==> src/sv/assert_macros.svh <==
// Assertion helpers shared by the meter modules.
// Every user must have clk and rst_n in scope.
`ifndef ASSERT_MACROS_SVH
`define ASSERT_MACROS_SVH

// Checked on every rising edge outside reset
`define CRPM_ASSERT(label, prop, msg) \
  label: assert property (@(posedge clk) disable iff (!rst_n) prop) else $error(msg);

// Checked on every rising edge, reset included
`define CRPM_ASSERT_ALWAYS(label, prop, msg) \
  label: assert property (@(posedge clk) prop) else $error(msg);

`endif

==> src/sv/crpm_pkg.sv <==
`timescale 1ns / 1ps
package crpm_pkg;

  // Converter scaling: current = 125 * (((s * 3300) >> 10) - 1650)
  localparam int ADC_W      = 10;
  localparam int ADC_GAIN   = 3300;
  localparam int ADC_SHIFT  = 10;
  localparam int ADC_OFFSET = 1650;
  localparam int PROD_W     = 22;
  localparam int SCALED_W   = 13;
  localparam int CUR_GAIN   = 125;
  localparam int CUR_MUL_W  = 21;
  localparam int CUR_W      = 19;

  // Square and root widths (|current| <= 206250)
  localparam int SQ_W   = 36;
  localparam int MEAN_W = 36;
  localparam int ROOT_W = 18;
  localparam int PEAK_W = 18;

  // Divide by 100 as multiply by ceil(2^26 / 100), exact below 2^18
  localparam int DIV100_MUL   = 671089;
  localparam int DIV100_SHIFT = 26;
  localparam int RECIP_W      = 20;
  localparam int MUL_W        = PEAK_W + RECIP_W;

  // Result field widths
  localparam int PEAK_OUT_W = 11;
  localparam int RMS_OUT_W  = 12;

  // Block-end queue between front and back
  localparam int QDEPTH = 4;
  localparam int QPTR_W = 2;
  localparam int QCNT_W = 3;

  typedef struct packed {
    logic [ADC_W-1:0] sample;
    logic             last;
  } crpm_in_t;

  typedef struct packed {
    logic                  flow_dir;
    logic                  pk_dir;
    logic [PEAK_OUT_W-1:0] pk_amps;
    logic [RMS_OUT_W-1:0]  rms_current;
  } crpm_out_t;

  typedef struct packed {
    logic              empty;
    logic [QCNT_W-1:0] count;
  } crpm_q_stat_t;

  typedef enum logic [2:0] {
    BK_IDLE,
    BK_DIV,
    BK_ROOT,
    BK_SCALE,
    BK_HOLD
  } crpm_bk_state_t;

endpackage

==> src/sv/crpm_queue.sv <==
`timescale 1ns / 1ps
`include "assert_macros.svh"
module crpm_queue #(
  parameter int WIDTH = 8
) (
  input  logic                  clk,
  input  logic                  rst_n,
  input  logic                  push,
  input  logic [WIDTH-1:0]      wdata,
  input  logic                  pop,
  output logic [WIDTH-1:0]      rdata,
  output crpm_pkg::crpm_q_stat_t stat
);

  logic [WIDTH-1:0]                 mem_r [crpm_pkg::QDEPTH];
  logic [crpm_pkg::QPTR_W-1:0]      wr_ptr_r;
  logic [crpm_pkg::QPTR_W-1:0]      rd_ptr_r;
  logic [crpm_pkg::QCNT_W-1:0]      count_r;
  logic                             do_pop;

  assign do_pop     = pop && (count_r != '0);
  assign rdata      = mem_r[rd_ptr_r];
  assign stat.empty = (count_r == '0);
  assign stat.count = count_r;

  // storage, no reset needed
  always_ff @(posedge clk) begin
    if (push) begin
      mem_r[wr_ptr_r] <= wdata;
    end
  end

  // pointers and fill level
  always_ff @(posedge clk) begin
    if (!rst_n) begin
      wr_ptr_r <= '0;
      rd_ptr_r <= '0;
      count_r  <= '0;
    end else begin
      if (push) begin
        wr_ptr_r <= wr_ptr_r + 1'b1;
      end
      if (do_pop) begin
        rd_ptr_r <= rd_ptr_r + 1'b1;
      end
      case ({push, do_pop})
        2'b10:   count_r <= count_r + 1'b1;
        2'b01:   count_r <= count_r - 1'b1;
        default: count_r <= count_r;
      endcase
    end
  end

  `CRPM_ASSERT(a_no_overflow, push |-> (count_r != crpm_pkg::QCNT_W'(crpm_pkg::QDEPTH)), "queue overflow")
  `CRPM_ASSERT(a_level_bound, count_r <= crpm_pkg::QCNT_W'(crpm_pkg::QDEPTH), "queue level out of range")

endmodule

==> src/sv/crpm_front.sv <==
`timescale 1ns / 1ps
`include "assert_macros.svh"
module crpm_front #(
  parameter int MAX_BLOCK = 1024,
  parameter int CNT_W     = 11,
  parameter int SUM_W     = 47,
  parameter int JOB_W     = 78
) (
  input  logic                   clk,
  input  logic                   rst_n,
  input  logic                   in_push,
  output logic                   in_full,
  input  crpm_pkg::crpm_in_t     in_data,
  input  crpm_pkg::crpm_q_stat_t q_stat,
  output logic                   job_push,
  output logic [JOB_W-1:0]       job_data
);

  localparam int TALLY_W = CNT_W + 1;
  localparam int QEND_W  = crpm_pkg::QCNT_W;

  logic                   accept;
  logic                   in_end;
  logic [CNT_W-1:0]       in_cnt_r;

  logic [crpm_pkg::PROD_W-1:0]          s1_prod;
  logic signed [crpm_pkg::SCALED_W-1:0] s1_scaled;
  logic                                 s1_v_r, s1_end_r;
  logic signed [crpm_pkg::SCALED_W-1:0] s1_scaled_r;

  logic signed [crpm_pkg::CUR_MUL_W-1:0] s2_cur_full;
  logic                                  s2_v_r, s2_end_r;
  logic signed [crpm_pkg::CUR_W-1:0]     s2_cur_r;

  logic signed [2*crpm_pkg::CUR_W-1:0]   s3_sq_full;
  logic                                  s3_v_r, s3_end_r;
  logic signed [crpm_pkg::CUR_W-1:0]     s3_cur_r;
  logic [crpm_pkg::SQ_W-1:0]             s3_sq_r;

  logic [SUM_W-1:0]             sum_r, sum_nxt;
  logic [CNT_W-1:0]             cnt_r, cnt_nxt;
  logic signed [TALLY_W-1:0]    tally_r, tally_nxt;
  logic [crpm_pkg::PEAK_W-1:0]  peak_r, peak_nxt;
  logic                         psign_r, psign_nxt;
  logic signed [crpm_pkg::CUR_W:0] s3_neg;
  logic                         pos_gt, neg_gt;
  logic [QEND_W-1:0]            ends_in_flight;
  logic [QEND_W-1:0]            credit;

  // credit: queued block ends plus those still in the pipe
  assign ends_in_flight = QEND_W'(s1_end_r) + QEND_W'(s2_end_r) + QEND_W'(s3_end_r);
  assign credit         = q_stat.count + ends_in_flight;
  assign in_full        = (credit >= QEND_W'(crpm_pkg::QDEPTH));
  assign accept         = in_push && !in_full;

  // block end known at entry: marked last or block at full length
  assign in_end = in_data.last || (in_cnt_r == CNT_W'(MAX_BLOCK - 1));

  always_ff @(posedge clk) begin
    if (!rst_n) begin
      in_cnt_r <= '0;
    end else if (accept) begin
      in_cnt_r <= in_end ? '0 : in_cnt_r + 1'b1;
    end
  end

  // stage 1: converter gain and offset
  assign s1_prod   = crpm_pkg::PROD_W'(in_data.sample) * crpm_pkg::PROD_W'(crpm_pkg::ADC_GAIN);
  assign s1_scaled = $signed({1'b0, s1_prod[crpm_pkg::PROD_W-1:crpm_pkg::ADC_SHIFT]})
                   - $signed(crpm_pkg::SCALED_W'(crpm_pkg::ADC_OFFSET));

  // stage 2: current gain
  assign s2_cur_full = $signed(crpm_pkg::CUR_MUL_W'(s1_scaled_r))
                     * $signed(crpm_pkg::CUR_MUL_W'(crpm_pkg::CUR_GAIN));

  // stage 3: square
  assign s3_sq_full = s2_cur_r * s2_cur_r;

  always_ff @(posedge clk) begin
    if (!rst_n) begin
      s1_v_r   <= 1'b0;
      s1_end_r <= 1'b0;
      s2_v_r   <= 1'b0;
      s2_end_r <= 1'b0;
      s3_v_r   <= 1'b0;
      s3_end_r <= 1'b0;
    end else begin
      s1_v_r   <= accept;
      s1_end_r <= accept && in_end;
      s2_v_r   <= s1_v_r;
      s2_end_r <= s1_end_r;
      s3_v_r   <= s2_v_r;
      s3_end_r <= s2_end_r;
    end
  end

  always_ff @(posedge clk) begin
    s1_scaled_r <= s1_scaled;
    s2_cur_r    <= s2_cur_full[crpm_pkg::CUR_W-1:0];
    s3_cur_r    <= s2_cur_r;
    s3_sq_r     <= s3_sq_full[crpm_pkg::SQ_W-1:0];
  end

  // accumulate: signed peak compare, tie keeps the old peak
  assign s3_neg = -$signed((crpm_pkg::CUR_W+1)'(s3_cur_r));
  assign pos_gt = s3_cur_r > $signed({1'b0, peak_r});
  assign neg_gt = s3_neg > $signed({2'b00, peak_r});

  always_comb begin
    sum_nxt   = sum_r + SUM_W'(s3_sq_r);
    cnt_nxt   = cnt_r + 1'b1;
    tally_nxt = s3_cur_r[crpm_pkg::CUR_W-1] ? tally_r - TALLY_W'(1) : tally_r + TALLY_W'(1);
    peak_nxt  = peak_r;
    psign_nxt = psign_r;
    if (pos_gt) begin
      peak_nxt  = s3_cur_r[crpm_pkg::PEAK_W-1:0];
      psign_nxt = 1'b1;
    end else if (neg_gt) begin
      peak_nxt  = s3_neg[crpm_pkg::PEAK_W-1:0];
      psign_nxt = 1'b0;
    end
  end

  always_ff @(posedge clk) begin
    if (!rst_n) begin
      sum_r   <= '0;
      cnt_r   <= '0;
      tally_r <= '0;
      peak_r  <= '0;
      psign_r <= 1'b0;
    end else if (s3_v_r) begin
      peak_r  <= peak_nxt;
      psign_r <= psign_nxt;
      if (s3_end_r) begin
        sum_r   <= '0;
        cnt_r   <= '0;
        tally_r <= '0;
      end else begin
        sum_r   <= sum_nxt;
        cnt_r   <= cnt_nxt;
        tally_r <= tally_nxt;
      end
    end
  end

  // block package towards the back end
  assign job_push = s3_v_r && s3_end_r;
  assign job_data = {sum_nxt, cnt_nxt, !tally_nxt[TALLY_W-1], psign_nxt, peak_nxt};

  `CRPM_ASSERT(a_credit_bound, (q_stat.count + ends_in_flight) <= QEND_W'(crpm_pkg::QDEPTH), "block ends exceed queue room")
  `CRPM_ASSERT(a_end_has_valid, s3_end_r |-> s3_v_r, "block end without sample")

endmodule

==> src/sv/crpm_back.sv <==
`timescale 1ns / 1ps
`include "assert_macros.svh"
module crpm_back #(
  parameter int CNT_W = 11,
  parameter int SUM_W = 47,
  parameter int JOB_W = 78
) (
  input  logic                   clk,
  input  logic                   rst_n,
  input  crpm_pkg::crpm_q_stat_t q_stat,
  input  logic [JOB_W-1:0]       job_data,
  output logic                   q_pop,
  output logic                   out_empty,
  input  logic                   out_pop,
  output crpm_pkg::crpm_out_t    out_data
);

  localparam int STEP_W = $clog2(SUM_W);
  localparam int SREM_W = crpm_pkg::ROOT_W + 2;
  localparam int CAND_W = crpm_pkg::ROOT_W + 4;

  crpm_pkg::crpm_bk_state_t state_r, state_nxt;

  logic [SUM_W-1:0]                  dq_r, dq_nxt;
  logic [CNT_W-1:0]                  div_r, div_nxt;
  logic [CNT_W-1:0]                  rem_r, rem_nxt;
  logic [crpm_pkg::MEAN_W-1:0]       v_r, v_nxt;
  logic [crpm_pkg::ROOT_W-1:0]       root_r, root_nxt;
  logic [SREM_W-1:0]                 srem_r, srem_nxt;
  logic [STEP_W-1:0]                 step_r, step_nxt;
  logic                              dir_r, dir_nxt;
  logic                              pdir_r, pdir_nxt;
  logic [crpm_pkg::PEAK_W-1:0]       peak_r, peak_nxt;
  logic [crpm_pkg::MUL_W-1:0]        pk_q_r, pk_q_nxt;
  logic [crpm_pkg::MUL_W-1:0]        rt_q_r, rt_q_nxt;
  logic                              out_v_r, out_v_nxt;
  crpm_pkg::crpm_out_t               out_r, out_nxt;

  logic [CNT_W:0]                    div_trial;
  logic                              div_ge;
  logic [CAND_W-1:0]                 sq_cand;
  logic [CAND_W-1:0]                 sq_trial;
  logic                              sq_ge;
  logic                              out_free;

  // restoring divide: one quotient bit per cycle
  assign div_trial = {rem_r, dq_r[SUM_W-1]};
  assign div_ge    = div_trial >= {1'b0, div_r};

  // digit-by-digit root: two radicand bits per cycle
  assign sq_cand  = {srem_r, v_r[crpm_pkg::MEAN_W-1 -: 2]};
  assign sq_trial = CAND_W'({root_r, 2'b01});
  assign sq_ge    = sq_cand >= sq_trial;

  assign out_free  = !out_v_r || out_pop;
  assign out_empty = !out_v_r;
  assign out_data  = out_r;

  // sequencer and datapath next values
  always_comb begin
    state_nxt = state_r;
    dq_nxt    = dq_r;
    div_nxt   = div_r;
    rem_nxt   = rem_r;
    v_nxt     = v_r;
    root_nxt  = root_r;
    srem_nxt  = srem_r;
    step_nxt  = step_r;
    dir_nxt   = dir_r;
    pdir_nxt  = pdir_r;
    peak_nxt  = peak_r;
    pk_q_nxt  = pk_q_r;
    rt_q_nxt  = rt_q_r;
    out_v_nxt = out_v_r && !out_pop;
    out_nxt   = out_r;
    q_pop     = 1'b0;
    case (state_r)
      crpm_pkg::BK_IDLE: begin
        if (!q_stat.empty) begin
          q_pop     = 1'b1;
          dq_nxt    = job_data[JOB_W-1 -: SUM_W];
          div_nxt   = job_data[crpm_pkg::PEAK_W+2 +: CNT_W];
          dir_nxt   = job_data[crpm_pkg::PEAK_W+1];
          pdir_nxt  = job_data[crpm_pkg::PEAK_W];
          peak_nxt  = job_data[crpm_pkg::PEAK_W-1:0];
          rem_nxt   = '0;
          step_nxt  = STEP_W'(SUM_W - 1);
          state_nxt = crpm_pkg::BK_DIV;
        end
      end
      crpm_pkg::BK_DIV: begin
        rem_nxt = div_ge ? CNT_W'(div_trial - {1'b0, div_r}) : div_trial[CNT_W-1:0];
        dq_nxt  = {dq_r[SUM_W-2:0], div_ge};
        if (step_r == '0) begin
          v_nxt     = dq_nxt[crpm_pkg::MEAN_W-1:0];
          root_nxt  = '0;
          srem_nxt  = '0;
          step_nxt  = STEP_W'(crpm_pkg::ROOT_W - 1);
          state_nxt = crpm_pkg::BK_ROOT;
        end else begin
          step_nxt = step_r - 1'b1;
        end
      end
      crpm_pkg::BK_ROOT: begin
        v_nxt = {v_r[crpm_pkg::MEAN_W-3:0], 2'b00};
        if (sq_ge) begin
          srem_nxt = SREM_W'(sq_cand - sq_trial);
          root_nxt = {root_r[crpm_pkg::ROOT_W-2:0], 1'b1};
        end else begin
          srem_nxt = sq_cand[SREM_W-1:0];
          root_nxt = {root_r[crpm_pkg::ROOT_W-2:0], 1'b0};
        end
        if (step_r == '0) begin
          state_nxt = crpm_pkg::BK_SCALE;
        end else begin
          step_nxt = step_r - 1'b1;
        end
      end
      crpm_pkg::BK_SCALE: begin
        pk_q_nxt  = crpm_pkg::MUL_W'(peak_r) * crpm_pkg::MUL_W'(crpm_pkg::DIV100_MUL);
        rt_q_nxt  = crpm_pkg::MUL_W'(root_r) * crpm_pkg::MUL_W'(crpm_pkg::DIV100_MUL);
        state_nxt = crpm_pkg::BK_HOLD;
      end
      crpm_pkg::BK_HOLD: begin
        if (out_free) begin
          out_nxt.flow_dir    = dir_r;
          out_nxt.pk_dir      = pdir_r;
          out_nxt.pk_amps     = pk_q_r[crpm_pkg::DIV100_SHIFT +: crpm_pkg::PEAK_OUT_W];
          out_nxt.rms_current = rt_q_r[crpm_pkg::DIV100_SHIFT +: crpm_pkg::RMS_OUT_W];
          out_v_nxt           = 1'b1;
          state_nxt           = crpm_pkg::BK_IDLE;
        end
      end
      default: begin
        state_nxt = crpm_pkg::BK_IDLE;
      end
    endcase
  end

  // control state
  always_ff @(posedge clk) begin
    if (!rst_n) begin
      state_r <= crpm_pkg::BK_IDLE;
      out_v_r <= 1'b0;
    end else begin
      state_r <= state_nxt;
      out_v_r <= out_v_nxt;
    end
  end

  // datapath, no reset needed
  always_ff @(posedge clk) begin
    dq_r   <= dq_nxt;
    div_r  <= div_nxt;
    rem_r  <= rem_nxt;
    v_r    <= v_nxt;
    root_r <= root_nxt;
    srem_r <= srem_nxt;
    step_r <= step_nxt;
    dir_r  <= dir_nxt;
    pdir_r <= pdir_nxt;
    peak_r <= peak_nxt;
    pk_q_r <= pk_q_nxt;
    rt_q_r <= rt_q_nxt;
    out_r  <= out_nxt;
  end

  `CRPM_ASSERT(a_rem_below_div, (state_r == crpm_pkg::BK_DIV) |-> (rem_r < div_r), "divide remainder not below count")
  `CRPM_ASSERT(a_div_nonzero, (state_r == crpm_pkg::BK_DIV) |-> (div_r != '0), "block count of zero")

endmodule

==> src/sv/current_rms_peak_meter.sv <==
`timescale 1ns / 1ps
// Channel   Ports                         Direction  Handshake
// ------------------------------------------------------------------------
// samples   in_push, in_full, in_data     in         push && !full
// packages  out_pop, out_empty, out_data  out        pop && !empty
//
// One sample is taken per cycle while in_full is low; the front pipe is three stages deep.
// Each block end takes the back end through a restoring divide, one bit a
// cycle, then the root, two bits a cycle, then the scale and hold states.
// Up to four block ends wait in the queue; in_full rises when all four slots
// are taken by queued or in-flight block ends.
// Synchronous active-low reset; the held peak is cleared only here.
// A stalled out_pop holds the package and backs up the queue, then in_full.
module current_rms_peak_meter #(
  parameter int MAX_BLOCK = 1024
) (
  input  logic                clk,
  input  logic                rst_n,
  input  logic                in_push,
  output logic                in_full,
  input  crpm_pkg::crpm_in_t  in_data,
  output logic                out_empty,
  input  logic                out_pop,
  output crpm_pkg::crpm_out_t out_data
);

  localparam int CNT_W = $clog2(MAX_BLOCK + 1);
  localparam int SUM_W = crpm_pkg::SQ_W + CNT_W;
  localparam int JOB_W = SUM_W + CNT_W + 2 + crpm_pkg::PEAK_W;

  logic                   job_push;
  logic [JOB_W-1:0]       job_wdata;
  logic [JOB_W-1:0]       job_rdata;
  logic                   q_pop;
  crpm_pkg::crpm_q_stat_t q_stat;

  crpm_front #(
    .MAX_BLOCK (MAX_BLOCK),
    .CNT_W     (CNT_W),
    .SUM_W     (SUM_W),
    .JOB_W     (JOB_W)
  ) u_front (
    .clk      (clk),
    .rst_n    (rst_n),
    .in_push  (in_push),
    .in_full  (in_full),
    .in_data  (in_data),
    .q_stat   (q_stat),
    .job_push (job_push),
    .job_data (job_wdata)
  );

  crpm_queue #(
    .WIDTH (JOB_W)
  ) u_queue (
    .clk   (clk),
    .rst_n (rst_n),
    .push  (job_push),
    .wdata (job_wdata),
    .pop   (q_pop),
    .rdata (job_rdata),
    .stat  (q_stat)
  );

  crpm_back #(
    .CNT_W (CNT_W),
    .SUM_W (SUM_W),
    .JOB_W (JOB_W)
  ) u_back (
    .clk       (clk),
    .rst_n     (rst_n),
    .q_stat    (q_stat),
    .job_data  (job_rdata),
    .q_pop     (q_pop),
    .out_empty (out_empty),
    .out_pop   (out_pop),
    .out_data  (out_data)
  );

endmodule
==> config.mk <==
export PLATFORM = sky130hd
export DESIGN_NAME = current_rms_peak_meter
export DESIGN_NICKNAME = d
export VERILOG_FILES = /design/src/sv/crpm_pkg.sv /design/src/sv/crpm_queue.sv /design/src/sv/crpm_front.sv /design/src/sv/crpm_back.sv /design/src/sv/current_rms_peak_meter.sv
export VERILOG_INCLUDE_DIRS = /design/src /design/src/sv
export SDC_FILE = /design/constraint.sdc
export NUM_CORES = 2
export LEC_CHECK = 0
export BUFFER_PORTS_ARGS = -buffer_cell sky130_fd_sc_hd__buf_2
export CAP_MARGIN = 20
export CORE_ASPECT_RATIO = 1.1
export CORE_MARGIN = 2
export CORE_UTILIZATION = 61
export DETAILED_ROUTE_END_ITERATION = 10
export PLACE_DENSITY = 0.85
export SYNTH_ARGS = -nofsm -noshare
export SYNTH_HDL_FRONTEND = slang
export SYNTH_SLANG_ARGS = --single-unit
==> constraint.sdc <==
create_clock -name clk -period 20.5 [get_ports clk]
set_input_delay 1.025 -clock clk [delete_from_list [all_inputs] [get_ports clk]]
set_output_delay 1.025 -clock clk [all_outputs]
set_load 0.005 [all_outputs]
* After elaboration in Yosys (flattened, before gate mapping)
Memories as Yosys holds them, arrays and structs flattened. A register that Yosys moved wholly into a read port is not among the register bits.
Index checks and enable logic that the tools add are counted.
** Storage, ports and cells
- Output and inout port bits :: 27
- Word-level logic and storage cells :: 143
- Memories :: 1
- Bits of input ports :: 15
- Memory bits (writable) :: 312
- Register bits :: 473
** Memory list
- u_queue.mem_r :: depth 4, width 78, rd ports 1, clocked after memory_dff 1, write ports 1, RTL line crpm_queue.sv:15 : logic [WIDTH-1:0] mem_r [crpm_pkg::QDEPTH];
** Cells by class
- Reductions and logical operators :: 25
- Bitwise gates (word level) :: 1
- $add $sub $neg :: 17
- Multiplexer cells :: 40
- Multipliers :: 5
- $lt $le $gt $ge :: 5
- Eq/ne operators :: 12
** Operators by type and width (number)
- 47-bit 2-to-1 mux :: 2
- 47-bit case mux with 2 select lines :: 1
- 36-bit case mux with 2 select lines :: 1
- 18-bit 2-to-1 mux :: 3
- 47-bit by 36-bit adder with 47-bit output :: 1
- 11-bit 2-to-1 mux :: 4
- 20-bit 2-to-1 mux :: 2
- 20-bit case mux with 2 select lines :: 1
- 18-bit by 20-bit multiplier with 38-bit output, second input constant :: 1
- 18-bit by 20-bit multiplier with 37-bit output, second input constant :: 1
- 19-bit by 19-bit multiplier with 36-bit output :: 1
- 36-bit 2-to-1 mux :: 1
- 18-bit case mux with 2 select lines :: 1
- 12-bit 2-to-1 mux :: 2
- 11-bit by 1-bit adder with 11-bit output, second input constant :: 2
- 22-bit by 20-bit >= comparator with 1-bit output :: 1
- 11-bit case mux with 2 select lines :: 1
- 20-bit by 19-bit > comparator with 1-bit output :: 1
- 10-bit by 10-bit multiplier with 20-bit output, second input constant :: 1
- 19-bit negator with 20-bit output :: 1
- 20-bit subtractor :: 1
- 19-bit > comparator :: 1
- 13-bit by 8-bit multiplier with 19-bit output, second input constant :: 1
- 6-bit 2-to-1 mux :: 3
- 38 further kinds :: 70

* Logic depth before layout (Yosys ltp)
- Depth in word-level cells :: 7
- Gate-level depth with buffers :: 28
- Gate-level depth less buffers :: 26

* Cells and area by module
A second synthesis with hierarchy kept.
** Unflattened totals
- Cell total of the unflattened synthesis :: 5318
- Area total of the unflattened synthesis :: 59001.6 um^2
** By module, submodules not included
- crpm_front :: area an instance 26143.8 um^2, times used 1, seq. area each 3823.7 um^2, cells an instance 2847
- crpm_back :: area an instance 21126.5 um^2, times used 1, seq. area each 6596.3 um^2, cells an instance 2015
- crpm_queue :: area an instance 11731.3 um^2, times used 1, seq. area each 9549.2 um^2, cells an instance 456

* Worst setup path before layout
No wires, ideal clock.
- Path type :: register to register
- Start :: reg u_front.s2_cur_r[3] (netlist bit)
- End :: reg u_front.s3_sq_r[29] (netlist bit)
- Data arrival time :: 6715 ps
- Buffers on the path :: 2
- Path slack :: 13723 ps
- Clock period less this slack :: 6777 ps
- Required time :: 20438 ps
- Stages on the path, launching flop included :: 26
- Setup time :: 62 ps
- Path through :: dfxtp_1 -> clkbuf_1 -> clkbuf_1 -> nand2_1 -> fa_1 -> inv_1 -> fa_1 -> inv_1 -> fa_1 -> inv_1 -> fa_1 -> fa_1 -> inv_1 -> fa_1 -> inv_1 -> ha_1 -> ha_1 -> o211a_1 -> a211oi_1 -> a211oi_1 -> nor2_1 -> nor3_1 -> o311ai_2 -> o21ai_0 -> or4b_2 -> nand3_1
** On the way
- Longest elaborated chain between the ends :: 1
** RTL lines
- start, declared :: RTL line crpm_front.sv:33 : logic signed [crpm_pkg::CUR_W-1:0] s2_cur_r;
- start signal, assigned :: RTL line crpm_front.sv:99 : s2_cur_r <= s2_cur_full[crpm_pkg::CUR_W-1:0];
- 19-bit by 19-bit multiplier with 36-bit output :: RTL line crpm_front.sv:77 : assign s3_sq_full = s2_cur_r * s2_cur_r;
- via u_front.s3_sq_full, one bit :: RTL line crpm_front.sv:35 : logic signed [2*crpm_pkg::CUR_W-1:0] s3_sq_full;
- end signal, assigned :: RTL line crpm_front.sv:101 : s3_sq_r <= s3_sq_full[crpm_pkg::SQ_W-1:0];
- end, declared :: RTL line crpm_front.sv:38 : logic [crpm_pkg::SQ_W-1:0] s3_sq_r;
The timed path passes the listed nets, and every way through them passes these cells.
A chain may end at the register's enable or synchronous reset.

* Final worst setup path
- Start :: reg u_front.s2_cur_r[6] (netlist bit)
- End :: reg u_front.s3_sq_r[29] (netlist bit)
Same word-level chain as after synthesis.

==> results.toml <==
[placement]
port_buffers = 41
globalplace.congestion = 0.9104
hpwlAfterDp_mm = 90.01

[cts]
insertion_delay_ns = 0.66
cts_tree = "yes"
path_clk_slew_ns = 0.06
cts_setup_buffers = 0
cts-root-buf = "clkbuf_16"
post_cts_resized = 0
cts_made_buffers = 77
ctsHoldBuffers = 0
h-tree-depth = 3
clock_sinks = 733
clockBufferDepth = 3

[grt]
grt_pass1_wl_mm = 201.9
antenna_found_initial = 1
grt.total_usage = 0.2567
gr-total-overflow = 0
grt_max_degree = 75
grt_pass1_vias = 40420

[logic_synthesis]
syn_nets = 6471
yosys.area_share.xor_xnor = 0.03466
syn_area_um2 = 58120
synthCells = 5176
synthMuxAreaShare = 0.03548
yosysSeqAreaShare = 0.3436
ys_ff_latch = 733
synth_compound_area_frac = 0.07274
synthArstFlopShare = 0
synthFlopType = "edfxtp_1"
synth_top_family_by_area = "adder cells"
synth_cell_types = 92
synth_fa_ha_area_frac = 0.3563
synth_simple_gate_area_frac = 0.08688
avgSynthCellArea_um2 = 11.23
synth_edf_count = 529
yosys_warnings = 0

[route]
drt_wl_total_mm = 121.8
detail-route-antenna-nets = 0
routed_wire_length_per_instance_um = 18.71
dr.pass1.iters = 6
drc_errors = 0
drt_iter0_drc = 2810
via_per_inst = 5.770
vias = 37580

[die]
num_rows = 118
io_pins = 42
die_w_um = 298.3
initial_utilization = 0.6161
design.die.area_um2 = 97770
core_area_um2 = 94340
die_y_um = 327.7

[finish]
fin_nets = 6482
n_antenna_cell = 0
syn_to_final_growth_pct = 7.099
drive_gt1_frac = 0.06340

[setup_path]
crit_fanout = 22
crit_chain = "nand2_1 -> fa_1 -> fa_1 -> inv_1 -> fa_1 -> inv_1 -> fa_1 -> inv_1 -> fa_1 -> inv_1 -> fa_1 -> inv_1 -> ha_1 -> ha_1 -> o211a_1 -> a211oi_1 -> a211oi_1 -> nor2_1 -> nor3_1 -> o311ai_2 -> o21ai_0 -> or4b_2 -> nand3_1"
reg2reg_slack_ns = 12.85
required_ns = 21.09
crit_top_cell = "fa_1"
r2r_end = "u_front.s3_sq_r[29]"
crit_start = "u_front.s2_cur_r[6]"
endpoint = "u_front.s3_sq_r[29]"
crit-reg2reg-launch = "u_front.s2_cur_r[6]"
critPathKind = "register to register"
ff2ff_path_depth = 23
arrival_ns = 8.25
start_kind = "register"
crit_slowest_cell = "dfxtp_1"
cp-end-kind = "register"
slowest_delay_ns = 0.95

[timing]
skew_ns = 0.03760
fin_crit_sh = 0.3734
slew_violations = 0
max_clock_freq_ghz = 0.1306
worst_pin_slew_ns = 1.030
setup_tns_ns = 0
hold_ws_ns = 0.4132
slew_headroom = 0.3136
hold_viol = 0
rsz0062_at_grt = "false"
min_period_ns = 7.655
setup_viol = 0

[flow_run]
drv_cap = 0

[run_status]
status = "completed"

[worst_hold_path]
hp-class = "register to register"
-- synth_stat cells (12+ instances only) --
cell	instances	area share
nor2_1	228	0.015
and3_1	30	0.0032
a21o_1	77	0.0099
a22o_1	17	0.0026
a21oi_1	171	0.015
mux4_2	78	0.030
nor2b_1	54	0.0058
o22ai_1	12	0.0013
clkbuf_1	119	0.0077
o21ai_0	119	0.010
nand2_1	479	0.031
a211oi_1	15	0.0019
or2_2	17	0.0018
fa_1	625	0.22
xnor2_1	144	0.022
ha_1	655	0.14
and2_1	69	0.0074
o31ai_1	13	0.0017
buf_1	13	0.00084
xor2_1	86	0.013
dfxtp_1	204	0.070
edfxtp_1	529	0.27
a31oi_1	22	0.0024
o21bai_1	26	0.0034
nand4_1	31	0.0033
a22oi_1	36	0.0046
nand2b_1	27	0.0029
or3_1	15	0.0016
mux2i_1	26	0.0045
nor3_1	38	0.0033
nand3_1	66	0.0057
o21a_1	23	0.0030
inv_1	949	0.061
-- stage by stage --
stage                     utilization  setup slack, ns  cells  instance area, µm²
after floorplan                     -            13.72   5176               58120
after global placement         0.6324            13.07   6367               59660
after detailed placement       0.6326            12.93   6368               59690
after CTS                      0.6598            12.87   6512               62250
after global routing           0.6598            12.42   6512               62250
final                          0.6598            12.85   6512               62250
-- final cells by class --
| class | count | area (µm²) |
|---|---|---|
| well taps | 1260 | 1577 |
| inverters | 951 | 3570 |
| multi-input cells | 3355 | 34130 |
| repair buffers | 69 | 435.4 |
| fillers | 6460 | 32090 |
| flip-flops and latches | 733 | 19980 |
| clock buffers | 95 | 2014 |
| clock inverters | 49 | 549.3 |
-- critical path, delay by kind of cell, from the launching register on --
family	cells	cell delay, ns
AO/OA/AOI/OAI	5	1.30
AND/OR/NAND/NOR	5	1.40
adder cells (fa/ha/maj)	8	3.70
buffers and inverters	5	0.27
flip-flops	1	0.95
-- metal layers --
metal | global-route usage | part of all wire | vias to the layer above
met5 | 0 | 0.00015 | -
met4 | 0.1072 | 0.042 | 2
met3 | 0.03340 | 0.053 | 373
met2 | 0.4683 | 0.52 | 1322
met1 | 0.3061 | 0.38 | 18610
li1 | - | - | 17270
-- worst min path at each step --
stage / start / endpoint / slack, ns / depth (start not counted)
floorplan: u_front.s2_cur_r[10] / u_front.s3_cur_r[10] / 0.33 / 0
global placement: u_back.rt_q_r[37] / u_back.out_data[11] / 0.40 / 0
detailed placement: u_back.rt_q_r[37] / u_back.out_data[11] / 0.40 / 0
CTS: u_back.rt_q_r[37] / u_back.out_data[11] / 0.42 / 0
global route: u_back.rt_q_r[36] / u_back.out_data[10] / 0.42 / 0
finish: u_back.rt_q_r[37] / u_back.out_data[11] / 0.41 / 0
-- placed cells by master (no fill, tap or decap), drive strengths merged, types with 13 or more instances in the layout --
cell	instances
a31oi	23
nand2	480
buf	69
mux2i	26
xor2	86
a211oi	15
and3	30
o21a	23
nor2	228
a21o	78
fa	625
o21bai	26
nand4	31
dfxtp	204
clkbuf	95
or3	15
nand2b	27
inv	957
and2	69
mux4	78
clkinv	32
o21ai	126
nor3	40
ha	655
edfxtp	529
nand3	66
nor2b	54
a21oi	173
a22oi	36
or2	17
a22o	18
o31ai	13
xnor2	144
-- state kept, by name, indices dropped and copies added, names as in the netlist, 6 cells and up, named ones only --
name                 cells
u_queue.mem_r          312
u_back.dq_r             47
u_front.sum_r           47
u_back.v_r              36
u_front.s3_sq_r         34
u_back.out_data         25
u_back.srem_r           20
u_front.s2_cur_r        19
u_front.s3_cur_r        19
u_back.peak_r           18
u_back.root_r           18
u_front.peak_r          18
u_front.s1_scaled_r     13
u_back.rt_q_r           12
u_front.tally_r         12
u_back.div_r            11
u_back.pk_q_r           11
u_back.rem_r            11
u_front.cnt_r           11
u_front.in_cnt_r        11
u_back.step_r            6
-- logic make-up (layout without fill, tap and decap cells) --
| family | Yosys count | in the layout |
|---|---|---|
| AOI/OAI and AO/OA | 639 | 639 |
| xor gates and xnor gates | 230 | 230 |
| muxes | 108 | 108 |
| adders and majority gates | 1280 | 1280 |
| buffers and inverters | 1088 | 1164 |
| and+or+nand+nor | 1098 | 1098 |
| DFF | 733 | 733 |
Power is not shown: default switching activity piles up to over one toggle a cycle in this logic, so the estimate is an artifact.
